**src/hdl/fsc_pkg.sv**
```systemverilog
package fsc_pkg;

   localparam int HEADER_BYTES = 12;
   localparam int CNT_W        = $clog2(HEADER_BYTES + 1);
   localparam int HDR_IDX_W    = $clog2(HEADER_BYTES);

   // Format codes.
   localparam logic [4:0] FMT_UNKNOWN = 5'd0;
   localparam logic [4:0] FMT_PNG     = 5'd1;
   localparam logic [4:0] FMT_JPEG    = 5'd2;
   localparam logic [4:0] FMT_GIF     = 5'd3;
   localparam logic [4:0] FMT_BMP     = 5'd4;
   localparam logic [4:0] FMT_DDS     = 5'd5;
   localparam logic [4:0] FMT_KTX2    = 5'd6;
   localparam logic [4:0] FMT_KTX     = 5'd7;
   localparam logic [4:0] FMT_WAV     = 5'd8;
   localparam logic [4:0] FMT_RIFF    = 5'd9;
   localparam logic [4:0] FMT_OGG     = 5'd10;
   localparam logic [4:0] FMT_FLAC    = 5'd11;
   localparam logic [4:0] FMT_ID3     = 5'd12;
   localparam logic [4:0] FMT_ZIP     = 5'd13;
   localparam logic [4:0] FMT_GZIP    = 5'd14;
   localparam logic [4:0] FMT_BZIP2   = 5'd15;
   localparam logic [4:0] FMT_XZ      = 5'd16;
   localparam logic [4:0] FMT_ZSTD    = 5'd17;
   localparam logic [4:0] FMT_7Z      = 5'd18;
   localparam logic [4:0] FMT_ZLIB    = 5'd19;
   localparam logic [4:0] FMT_LUA     = 5'd20;
   localparam logic [4:0] FMT_XML     = 5'd21;

   // Family codes.
   localparam logic [2:0] FAM_NONE        = 3'd0;
   localparam logic [2:0] FAM_TEXTURE     = 3'd1;
   localparam logic [2:0] FAM_AUDIO       = 3'd2;
   localparam logic [2:0] FAM_CONTAINER   = 3'd3;
   localparam logic [2:0] FAM_ARCHIVE     = 3'd4;
   localparam logic [2:0] FAM_COMPRESSION = 3'd5;
   localparam logic [2:0] FAM_SCRIPT      = 3'd6;
   localparam logic [2:0] FAM_DOCUMENT    = 3'd7;

   typedef logic [HEADER_BYTES-1:0][7:0] fsc_header_type;

   typedef struct packed {
      logic [7:0] data_byte;
      logic       byte_present;
      logic       file_start;
      logic       file_end;
   } fsc_req_type;

   typedef struct packed {
      logic [4:0] format_code;
      logic [2:0] family_code;
      logic       recognized;
   } fsc_rsp_type;

endpackage

```
**src/hdl/fsc_classifier.sv**
```systemverilog
module fsc_classifier
   import fsc_pkg::*;
(
   input  fsc_header_type   header,
   input  logic [CNT_W-1:0] bytes_seen,
   output fsc_rsp_type      result
);

   logic       have2, have3, have4, have5, have6, have8, have12;
   logic [7:0] cmf, flg;
   logic [8:0] zl_sum;
   logic [5:0] zl_fold;
   logic       zl_ok;
   logic [4:0] fmt;
   logic [2:0] fam;

   assign have2  = bytes_seen >= CNT_W'(2);
   assign have3  = bytes_seen >= CNT_W'(3);
   assign have4  = bytes_seen >= CNT_W'(4);
   assign have5  = bytes_seen >= CNT_W'(5);
   assign have6  = bytes_seen >= CNT_W'(6);
   assign have8  = bytes_seen >= CNT_W'(8);
   assign have12 = bytes_seen >= CNT_W'(12);

   // With CMF = 16*h + 8 and 256 = 8 (mod 31), CMF*256 + FLG is congruent
   // to 4*h + 2 + FLG. The sum is then folded once since 32 = 1 (mod 31).
   assign cmf     = header[0];
   assign flg     = header[1];
   assign zl_sum  = {4'b0000, cmf[6:4], 2'b10} + {1'b0, flg};
   assign zl_fold = {2'b00, zl_sum[8:5]} + {1'b0, zl_sum[4:0]};
   assign zl_ok   = have2 && (cmf[3:0] == 4'h8) && !cmf[7] &&
                    ((zl_fold == 6'd0) || (zl_fold == 6'd31));

   always_comb begin
      fmt = FMT_UNKNOWN;
      fam = FAM_NONE;
      if (have8 && header[0] == 8'h89 && header[1] == 8'h50 && header[2] == 8'h4e &&
          header[3] == 8'h47 && header[4] == 8'h0d && header[5] == 8'h0a &&
          header[6] == 8'h1a && header[7] == 8'h0a) begin
         fmt = FMT_PNG;  fam = FAM_TEXTURE;
      end else if (have3 && header[0] == 8'hff && header[1] == 8'hd8 &&
                   header[2] == 8'hff) begin
         fmt = FMT_JPEG; fam = FAM_TEXTURE;
      end else if (have6 && header[0] == 8'h47 && header[1] == 8'h49 &&
                   header[2] == 8'h46 && header[3] == 8'h38 &&
                   (header[4] == 8'h37 || header[4] == 8'h39) &&
                   header[5] == 8'h61) begin
         fmt = FMT_GIF;  fam = FAM_TEXTURE;
      end else if (have2 && header[0] == 8'h42 && header[1] == 8'h4d) begin
         fmt = FMT_BMP;  fam = FAM_TEXTURE;
      end else if (have4 && header[0] == 8'h44 && header[1] == 8'h44 &&
                   header[2] == 8'h53 && header[3] == 8'h20) begin
         fmt = FMT_DDS;  fam = FAM_TEXTURE;
      end else if (have12 && header[0] == 8'hab && header[1] == 8'h4b &&
                   header[2] == 8'h54 && header[3] == 8'h58 && header[4] == 8'h20 &&
                   ((header[5] == 8'h32 && header[6] == 8'h30) ||
                    (header[5] == 8'h31 && header[6] == 8'h31)) &&
                   header[7] == 8'hbb && header[8] == 8'h0d && header[9] == 8'h0a &&
                   header[10] == 8'h1a && header[11] == 8'h0a) begin
         fmt = (header[5] == 8'h32) ? FMT_KTX2 : FMT_KTX;
         fam = FAM_TEXTURE;
      end else if (have12 && header[0] == 8'h52 && header[1] == 8'h49 &&
                   header[2] == 8'h46 && header[3] == 8'h46) begin
         if (header[8] == 8'h57 && header[9] == 8'h41 && header[10] == 8'h56 &&
             header[11] == 8'h45) begin
            fmt = FMT_WAV;  fam = FAM_AUDIO;
         end else begin
            fmt = FMT_RIFF; fam = FAM_CONTAINER;
         end
      end else if (have4 && header[0] == 8'h4f && header[1] == 8'h67 &&
                   header[2] == 8'h67 && header[3] == 8'h53) begin
         fmt = FMT_OGG;  fam = FAM_AUDIO;
      end else if (have4 && header[0] == 8'h66 && header[1] == 8'h4c &&
                   header[2] == 8'h61 && header[3] == 8'h43) begin
         fmt = FMT_FLAC; fam = FAM_AUDIO;
      end else if (have3 && header[0] == 8'h49 && header[1] == 8'h44 &&
                   header[2] == 8'h33) begin
         fmt = FMT_ID3;  fam = FAM_AUDIO;
      end else if (have4 && header[0] == 8'h50 && header[1] == 8'h4b &&
                   ((header[2] == 8'h03 && header[3] == 8'h04) ||
                    (header[2] == 8'h05 && header[3] == 8'h06))) begin
         fmt = FMT_ZIP;  fam = FAM_ARCHIVE;
      end else if (have2 && header[0] == 8'h1f && header[1] == 8'h8b) begin
         fmt = FMT_GZIP; fam = FAM_COMPRESSION;
      end else if (have3 && header[0] == 8'h42 && header[1] == 8'h5a &&
                   header[2] == 8'h68) begin
         fmt = FMT_BZIP2; fam = FAM_COMPRESSION;
      end else if (have6 && header[0] == 8'hfd && header[1] == 8'h37 &&
                   header[2] == 8'h7a && header[3] == 8'h58 && header[4] == 8'h5a &&
                   header[5] == 8'h00) begin
         fmt = FMT_XZ;   fam = FAM_COMPRESSION;
      end else if (have4 && header[0] == 8'h28 && header[1] == 8'hb5 &&
                   header[2] == 8'h2f && header[3] == 8'hfd) begin
         fmt = FMT_ZSTD; fam = FAM_COMPRESSION;
      end else if (have6 && header[0] == 8'h37 && header[1] == 8'h7a &&
                   header[2] == 8'hbc && header[3] == 8'haf && header[4] == 8'h27 &&
                   header[5] == 8'h1c) begin
         fmt = FMT_7Z;   fam = FAM_ARCHIVE;
      end else if (zl_ok) begin
         fmt = FMT_ZLIB; fam = FAM_COMPRESSION;
      end else if (have4 && header[0] == 8'h1b && header[1] == 8'h4c &&
                   header[2] == 8'h75 && header[3] == 8'h61) begin
         fmt = FMT_LUA;  fam = FAM_SCRIPT;
      end else if (have5 && header[0] == 8'h3c && header[1] == 8'h3f &&
                   header[2] == 8'h78 && header[3] == 8'h6d && header[4] == 8'h6c) begin
         fmt = FMT_XML;  fam = FAM_DOCUMENT;
      end
   end

   assign result.format_code = fmt;
   assign result.family_code = fam;
   assign result.recognized  = (fmt != FMT_UNKNOWN);

endmodule

```
**src/hdl/file_signature_classifier.sv**
```systemverilog
// The transaction that completes the header (twelfth byte or file end) sets the
// pending flag; the result and rsp_valid are then registered once the output is free.
// Throughput: one request transaction per cycle; the input stalls only while a
// finished classification waits behind a stalled, full output register.
// Reset clears the byte count, the decided flag and both valid flags; the
// header bytes themselves are not cleared since the count gates every compare.
module file_signature_classifier
   import fsc_pkg::*;
(
   input  logic        clock,
   input  logic        reset,
   input  logic        req_valid,
   output logic        req_stall,
   input  fsc_req_type req_data,
   output logic        rsp_valid,
   input  logic        rsp_stall,
   output fsc_rsp_type rsp_data
);

   fsc_header_type   header_ff;
   logic [CNT_W-1:0] count_ff, count_in, count_base;
   logic             decided_ff, decided_in, decided_base;
   logic             pend_ff, pend_in;
   logic             rsp_valid_ff, rsp_valid_in;
   fsc_rsp_type      rsp_ff, class_result;
   logic             req_fire, out_free, store_byte, decide;

   assign out_free  = !rsp_valid_ff || !rsp_stall;
   assign req_stall = pend_ff && !out_free;
   assign req_fire  = req_valid && !req_stall;

   // A new file restarts the header before its own byte is taken.
   assign count_base   = req_data.file_start ? '0 : count_ff;
   assign decided_base = req_data.file_start ? 1'b0 : decided_ff;
   assign store_byte   = !decided_base && req_data.byte_present &&
                         (count_base < CNT_W'(HEADER_BYTES));

   always_comb begin
      count_in   = count_ff;
      decided_in = decided_ff;
      decide     = 1'b0;
      if (req_fire) begin
         count_in   = store_byte ? count_base + CNT_W'(1) : count_base;
         decide     = !decided_base &&
                      ((count_in >= CNT_W'(HEADER_BYTES)) || req_data.file_end);
         decided_in = decided_base || decide;
      end
   end

   assign pend_in = req_fire ? decide : (pend_ff && !out_free);

   always_comb begin
      rsp_valid_in = rsp_valid_ff;
      if (pend_ff && out_free) begin
         rsp_valid_in = 1'b1;
      end else if (!rsp_stall) begin
         rsp_valid_in = 1'b0;
      end
   end

   always_ff @(posedge clock) begin
      if (reset) begin
         count_ff     <= '0;
         decided_ff   <= 1'b0;
         pend_ff      <= 1'b0;
         rsp_valid_ff <= 1'b0;
      end else begin
         count_ff     <= count_in;
         decided_ff   <= decided_in;
         pend_ff      <= pend_in;
         rsp_valid_ff <= rsp_valid_in;
      end
   end

   always_ff @(posedge clock) begin
      if (req_fire && store_byte) begin
         header_ff[count_base[HDR_IDX_W-1:0]] <= req_data.data_byte;
      end
      if (pend_ff && out_free) begin
         rsp_ff <= class_result;
      end
   end

   fsc_classifier u_classifier (
      .header     (header_ff),
      .bytes_seen (count_ff),
      .result     (class_result)
   );

   assign rsp_valid = rsp_valid_ff;
   assign rsp_data  = rsp_ff;

   a_rsp_from_pending: assert property (@(posedge clock) disable iff (reset)
      $rose(rsp_valid) |-> $past(pend_ff))
      else $error("Result became valid without a pending classification.");

   a_recognized_consistent: assert property (@(posedge clock) disable iff (reset)
      rsp_valid |-> (rsp_data.recognized == (rsp_data.format_code != FMT_UNKNOWN)))
      else $error("Recognized flag disagrees with format code.");

   a_decided_is_quiet: assert property (@(posedge clock) disable iff (reset)
      (req_fire && decided_ff && !req_data.file_start) |=> !pend_ff)
      else $error("A decided file produced another classification.");

   a_count_bounded: assert property (@(posedge clock) disable iff (reset)
      count_ff <= CNT_W'(HEADER_BYTES))
      else $error("Byte count exceeded the header size.");

endmodule
```
**config.mk**
```make
export PLATFORM = sky130hd
export DESIGN_NAME = file_signature_classifier
export DESIGN_NICKNAME = d
export VERILOG_FILES = /design/src/hdl/fsc_pkg.sv /design/src/hdl/fsc_classifier.sv /design/src/hdl/file_signature_classifier.sv
export SDC_FILE = /design/constraint.sdc
export NUM_CORES = 1
export LEC_CHECK = 0
export BUFFER_PORTS_ARGS = -buffer_cell sky130_fd_sc_hd__buf_2
export CORE_MARGIN = 8
export CORE_UTILIZATION = 44
export CTS_CLUSTER_DIAMETER = 60
export DETAILED_ROUTE_END_ITERATION = 8
export PLACE_DENSITY_LB_ADDON = 0.1
export REMOVE_ABC_BUFFERS = 1
export SETUP_SLACK_MARGIN = 0.05
export SLEW_MARGIN = 10
export SYNTH_ARGS = -nofsm -noshare
export SYNTH_HDL_FRONTEND = slang
export SYNTH_SLANG_ARGS = --single-unit
```
**constraint.sdc**
```tcl
create_clock -name clock -period 4.3 [get_ports clock]
set_input_delay 1.29 -clock clock [delete_from_list [all_inputs] [get_ports clock]]
set_output_delay 1.29 -clock clock [all_outputs]
set_load 0.005 [all_outputs]
```
# Word-level counts from Yosys, hierarchy flattened
# Cells that the tools add are included.
# Widths: inputs -> output; s select.
# op_classes
n_eq_ne,88
mul,0
n_addsub,3
magnitude_cmp,11
n_bitwise,0
muxes,44
div,0
reduce_logical,117
shifts,0
# op_table
cell,count
$eq 8x7->1 const B,41
$eq 8x6->1 const B,17
$logic_and 1x1->1,100
$bwmux 96,1
$eq 8x8->1 const B,12
$mux 5,19
$eq 8x4->1 const B,6
$eq 8x5->1 const B,5
$mux 3,13
$demux 8 s4,1
$eq 8x3->1 const B,3
$ge 4x3->1 const B,3
$ge 4x4->1 const B,3
$add 5x8->9,1
$eq 8x2->1 const B,1
$ge 4x2->1 const B,2
$logic_not 8->1,1
$mux 4,2
$mux 8,1
$logic_or 1x1->1,7
$mux 1,7
$add 4x5->6,1
$eq 6x5->1 const B,1
$logic_not 1->1,6
other kinds (9),9
# word_totals
ff_bits,112
romBits,0
output_inout_bits,11
wordCells,282
latch_bits,0
in_bits,15
ram_bits,0
n_memories,0

# Logic depth before layout (Yosys ltp)
# depth
depth_word,26
ltp_mapped,16
depth_no_buf,15

# Cells and area by module
# From an unflattened synthesis, not the netlist that was laid out.
# hier_totals
cells_unflattened,455
hier_area_um2,5579.1
# by_module_without_submodules
mod,cells_each,instances,area_per_inst_um2,seq_area_each_um2
file_signature_classifier,178,1,3711.1,3293.2
fsc_classifier,277,1,1868.0,0.0

# Worst setup path before layout
# OpenSTA, ideal clock, no wires.
# synth_timing
kind,reg-to-reg
start,register header_ff[10] in the netlist's numbering
end,"register rsp_ff (netlist bit rsp_data[0]), data pin"
n_path_buf,0
path_stages_with_launch,15
setup_time_ns,0.139
required_ns,4.161
path_slack_ns,0.699
t_arrival_ns,3.462
period_less_slack_ns,3.601
cell_sequence,edfxtp_1 > ha_1 > a21o_1 > a21oi_1 > nor2b_1 > o21ai_0 > xnor2_1 > ha_1 > and3_1 > or3_1 > a2111o_1 > mux2i_1 > and2_2 > and4bb_2 > nand4b_1
# synth_lines
item,line,rtl
from (decl),file_signature_classifier.sv:20,fsc_header_type header_ff;
"from (signal, indexed assignment)",file_signature_classifier.sv:77,header_ff[count_base[HDR_IDX_W-1:0]] <= req_data.data_byte;
to (signal assigned),file_signature_classifier.sv:80,rsp_ff <= class_result;
to (decl),file_signature_classifier.sv:25,"fsc_rsp_type rsp_ff, class_result;"

==> flow_summary.yaml <==
clocking:
  clockBufferDepth: 2
  cts_max_level: 3
  cts_buffers: 9
  clock_sinks: 112
  clock-root-buffer: "clkbuf_16"
  ctsResizeCount: 0
  clk_pin_slew_worst_paths_ns: 0.07
  cts_tree: "done"
  post_cts_buffers: 0
  clock_latency_ns: 0.35
  cts_hold_buf: 0
floorplan:
  core_um2: 12600
  die-height_um: 130
  dieArea_um2: 16800
  start_util_pct: 45.1
  io_pins: 26
  die_x_um: 130
  rows: 41
sta:
  setup_violations: 0
  fin_skew_ns: 0.00848
  rsz0062_at_grt: "no"
  worst_slew_pin_slew_ns: 0.827
  fmax_ghz: 0.253
  period_minus_slack_ns: 3.95
  min_period_over_period_pct: 92.0
  holdWs_ns: 0.502
  hold_viol: 0
  timing.final.max_slew_violations: 0
  relSlewSlack_pct: 44.4
  final.setup.tns_ns: 0
synthesis:
  yosysSeqAreaShare_pct: 57.9
  yosys.area.top_type: "edfxtp_1"
  ys_ff_latch: 112
  yosysUniqueCellTypes: 69
  ys.flop_type: "edfxtp_1"
  ys_warn_count: 0
  synth_edf_count: 105
  avgSynthCellArea_um2: 12.4
  synth_top_cell_area_share_pct: 55.4
  synthCells: 458
  syn_area_um2: 5690
  async_flop_share_pct: 0
  ys_top_cells_by_area: "edfxtp_1 55%, nand4_1 2.5%, dfxtp_1 2.5%"
detailed_routing:
  drc: 0
  vias: 4192
  wl_per_cell_um: 24.9
  wl_um: 16500
  drtPass1Iterations: 6
  viasPerCell: 6.30
  drt_iter0_markers: 453
  ant_nets: 0
critical_path:
  path_max_fanout: 4
  crit_arrival_ns: 4.17
  cp_slowest_cell: "edfxtp_1"
  cp_slowest_stage_delay_ns: 0.45
  critical_path_required_ns: 4.52
  path_cells: "ha_1, a21o_1, a21oi_1, nor2b_1, o21ai_0, xnor2_1, ha_1, and3_1, or3_1, a2111o_1, mux2i_1, and2_2, and4bb_2, nand4b_1"
  crit_path_end_kind: "register"
  crit_top_cell: "ha_1"
  critPathKind: "reg2reg"
  start_kind: "register"
placement:
  portBuffers: 25
  dp.cells: 649
  dpl.hpwl_um: 12000
  gp_congestion: 0.938
hold_path:
  hp-class: "reg2reg"
layout:
  layoutNonFillerInstCount: 665
  final_layout_size_suffix_gt1_share_pct: 13.4
  diodes: 0
  final_core_utilization_pct: 49.8
  area_delta_synth_final_pct: 10.5
  finalNetCount: 516
power_and_ir_drop:
  intPower_w: 0.00163
  p_per_area_nw_per_um2: 334
  switchingPower_w: 0.000467
  p_comb_share_pct: 4.2
  vdd_drop_max_mv: 0.284
  p_seq_share_pct: 57.6
  swShare_pct: 22.2
  clkPwrFrac_pct: 38.2
  leakagePower_nw: 2.10
global_routing:
  grt_max_degree: 21
  grt_pass1_wl_um: 25100
  track_usage_pct: 20.5
  grt_overflow: 0
  grt_antenna_before_repair: 0
  grt_pass1_vias: 4205
outcome:
  status: "finished clean"
flow_run:
  cap_violations: 0
-- through the flow --
stage / area, um2 / worst slack, ns / power [W]
final: 6290 / 0.346 / 0.00210
after global routing: 6290 / 0.178 / 0.00217
after CTS: 6290 / 0.395 / 0.00211
after detailed placement: 6000 / 0.415 / 0.00132
after global placement: 6000 / 0.510 / 0.00132
after floorplan: 5610 / 0.699 / 0.00127
-- worst paths after layout --
path / start / to / slack, ns / cells after the start
worst max register to register: header_ff[10] / rsp_data[0] / 0.35 / 14
worst min register to register: pend_ff / rsp_valid / 0.50 / 2
worst min-delay path: pend_ff / rsp_valid / 0.50 / 2
worst max-delay path: header_ff[10] / rsp_data[0] / 0.35 / 14
-- critical path, delay by kind of cell (launching register included) --
kind	cells	cell delay, ns
adder cells (fa/ha/maj)	2	0.58
AO/OA/AOI/OAI	4	1.02
XOR/XNOR	1	0.20
multiplexers	1	0.38
AND/OR/NAND/NOR	6	1.18
flip-flops	1	0.45
-- cells in the final DEF (no fill, tap or decap), drive strengths merged, types with 3 or more instances in the layout --
master,n
o21ai,11
a21oi,11
and4,6
nor4b,14
nand2,33
clkbuf,9
or3b,3
or3,4
buf,32
nand4b,11
and3b,7
ha,11
nor4,21
edfxtp,105
or4,9
nand3,11
and2,15
nor2,23
a21o,3
inv,21
nor2b,8
nand2b,8
nor4bb,12
dfxtp,7
xnor2,5
nor3,13
nand4bb,3
nand4,23
a211oi,4
nor3b,10
-- cells in the mapped netlist, drive strengths merged, types with 3 or more instances --
library cell and n:
a211oi 4, a21o 3, a21oi 11, and2 15, and3b 7, and4 6
buf 5, clkbuf 7, dfxtp 7, edfxtp 105, ha 11, inv 16
nand2 33, nand2b 8, nand3 11, nand4 23, nand4b 11, nand4bb 3
nor2 23, nor2b 8, nor3 13, nor3b 10, nor4 21, nor4b 14
nor4bb 12, o21ai 11, or3 4, or3b 3, or4 9, xnor2 5
-- final cells by class --
| type | count | area, um2 |
|---|---|---|
| repair buffers | 32 | 178 |
| fillers | 1145 | 6330 |
| well taps | 172 | 215 |
| inverters | 16 | 60.1 |
| clock inverters | 7 | 60.1 |
| flip-flops and latches | 112 | 3290 |
| multi-input cells | 317 | 2250 |
| clock buffers | 9 | 225 |
-- registers in the layout, indices dropped and copies added, names as in the netlist --
signal / count
pend_ff: 1
decided_ff: 1
header_ff: 96
rsp_data: 9
count_ff: 4
rsp_valid: 1
-- power groups by stage --
stage               clock network (W)  registers (W)   logic, W
global route                 0.000863        0.00121  0.0000975
finish                       0.000802        0.00121  0.0000887
detailed placement                  0        0.00123  0.0000886
floorplan                           0        0.00123  0.0000410
global placement                    0        0.00123  0.0000870
CTS                          0.000815        0.00121  0.0000892
-- layer usage --
layer  part of all wire [%]  wire length [um]  vias up  global-route usage, %
li1                       -                 -     1874                      -
met1                     45              7390     2088                   27.0
met2                     46              7640      183                   32.4
met3                    5.7               944       47                   3.96
met4                    3.4               567        0                   8.88
met5                      0                 0        -                      0
-- cell families (layout without fill, tap and decap cells) --
family,after synthesis,in the layout,share of synthesized area (%)
AND/OR/NAND/NOR,249,249,29.3
flip-flops,112,112,57.9
multiplexers,1,1,0.176
adder cells (fa/ha/maj),13,13,3.12
buffers and inverters,29,64,2.49
AO/OA/AOI/OAI,46,46,5.59
XOR/XNOR,8,8,1.47
No activity file was read; power rests on OpenSTA's default activity.
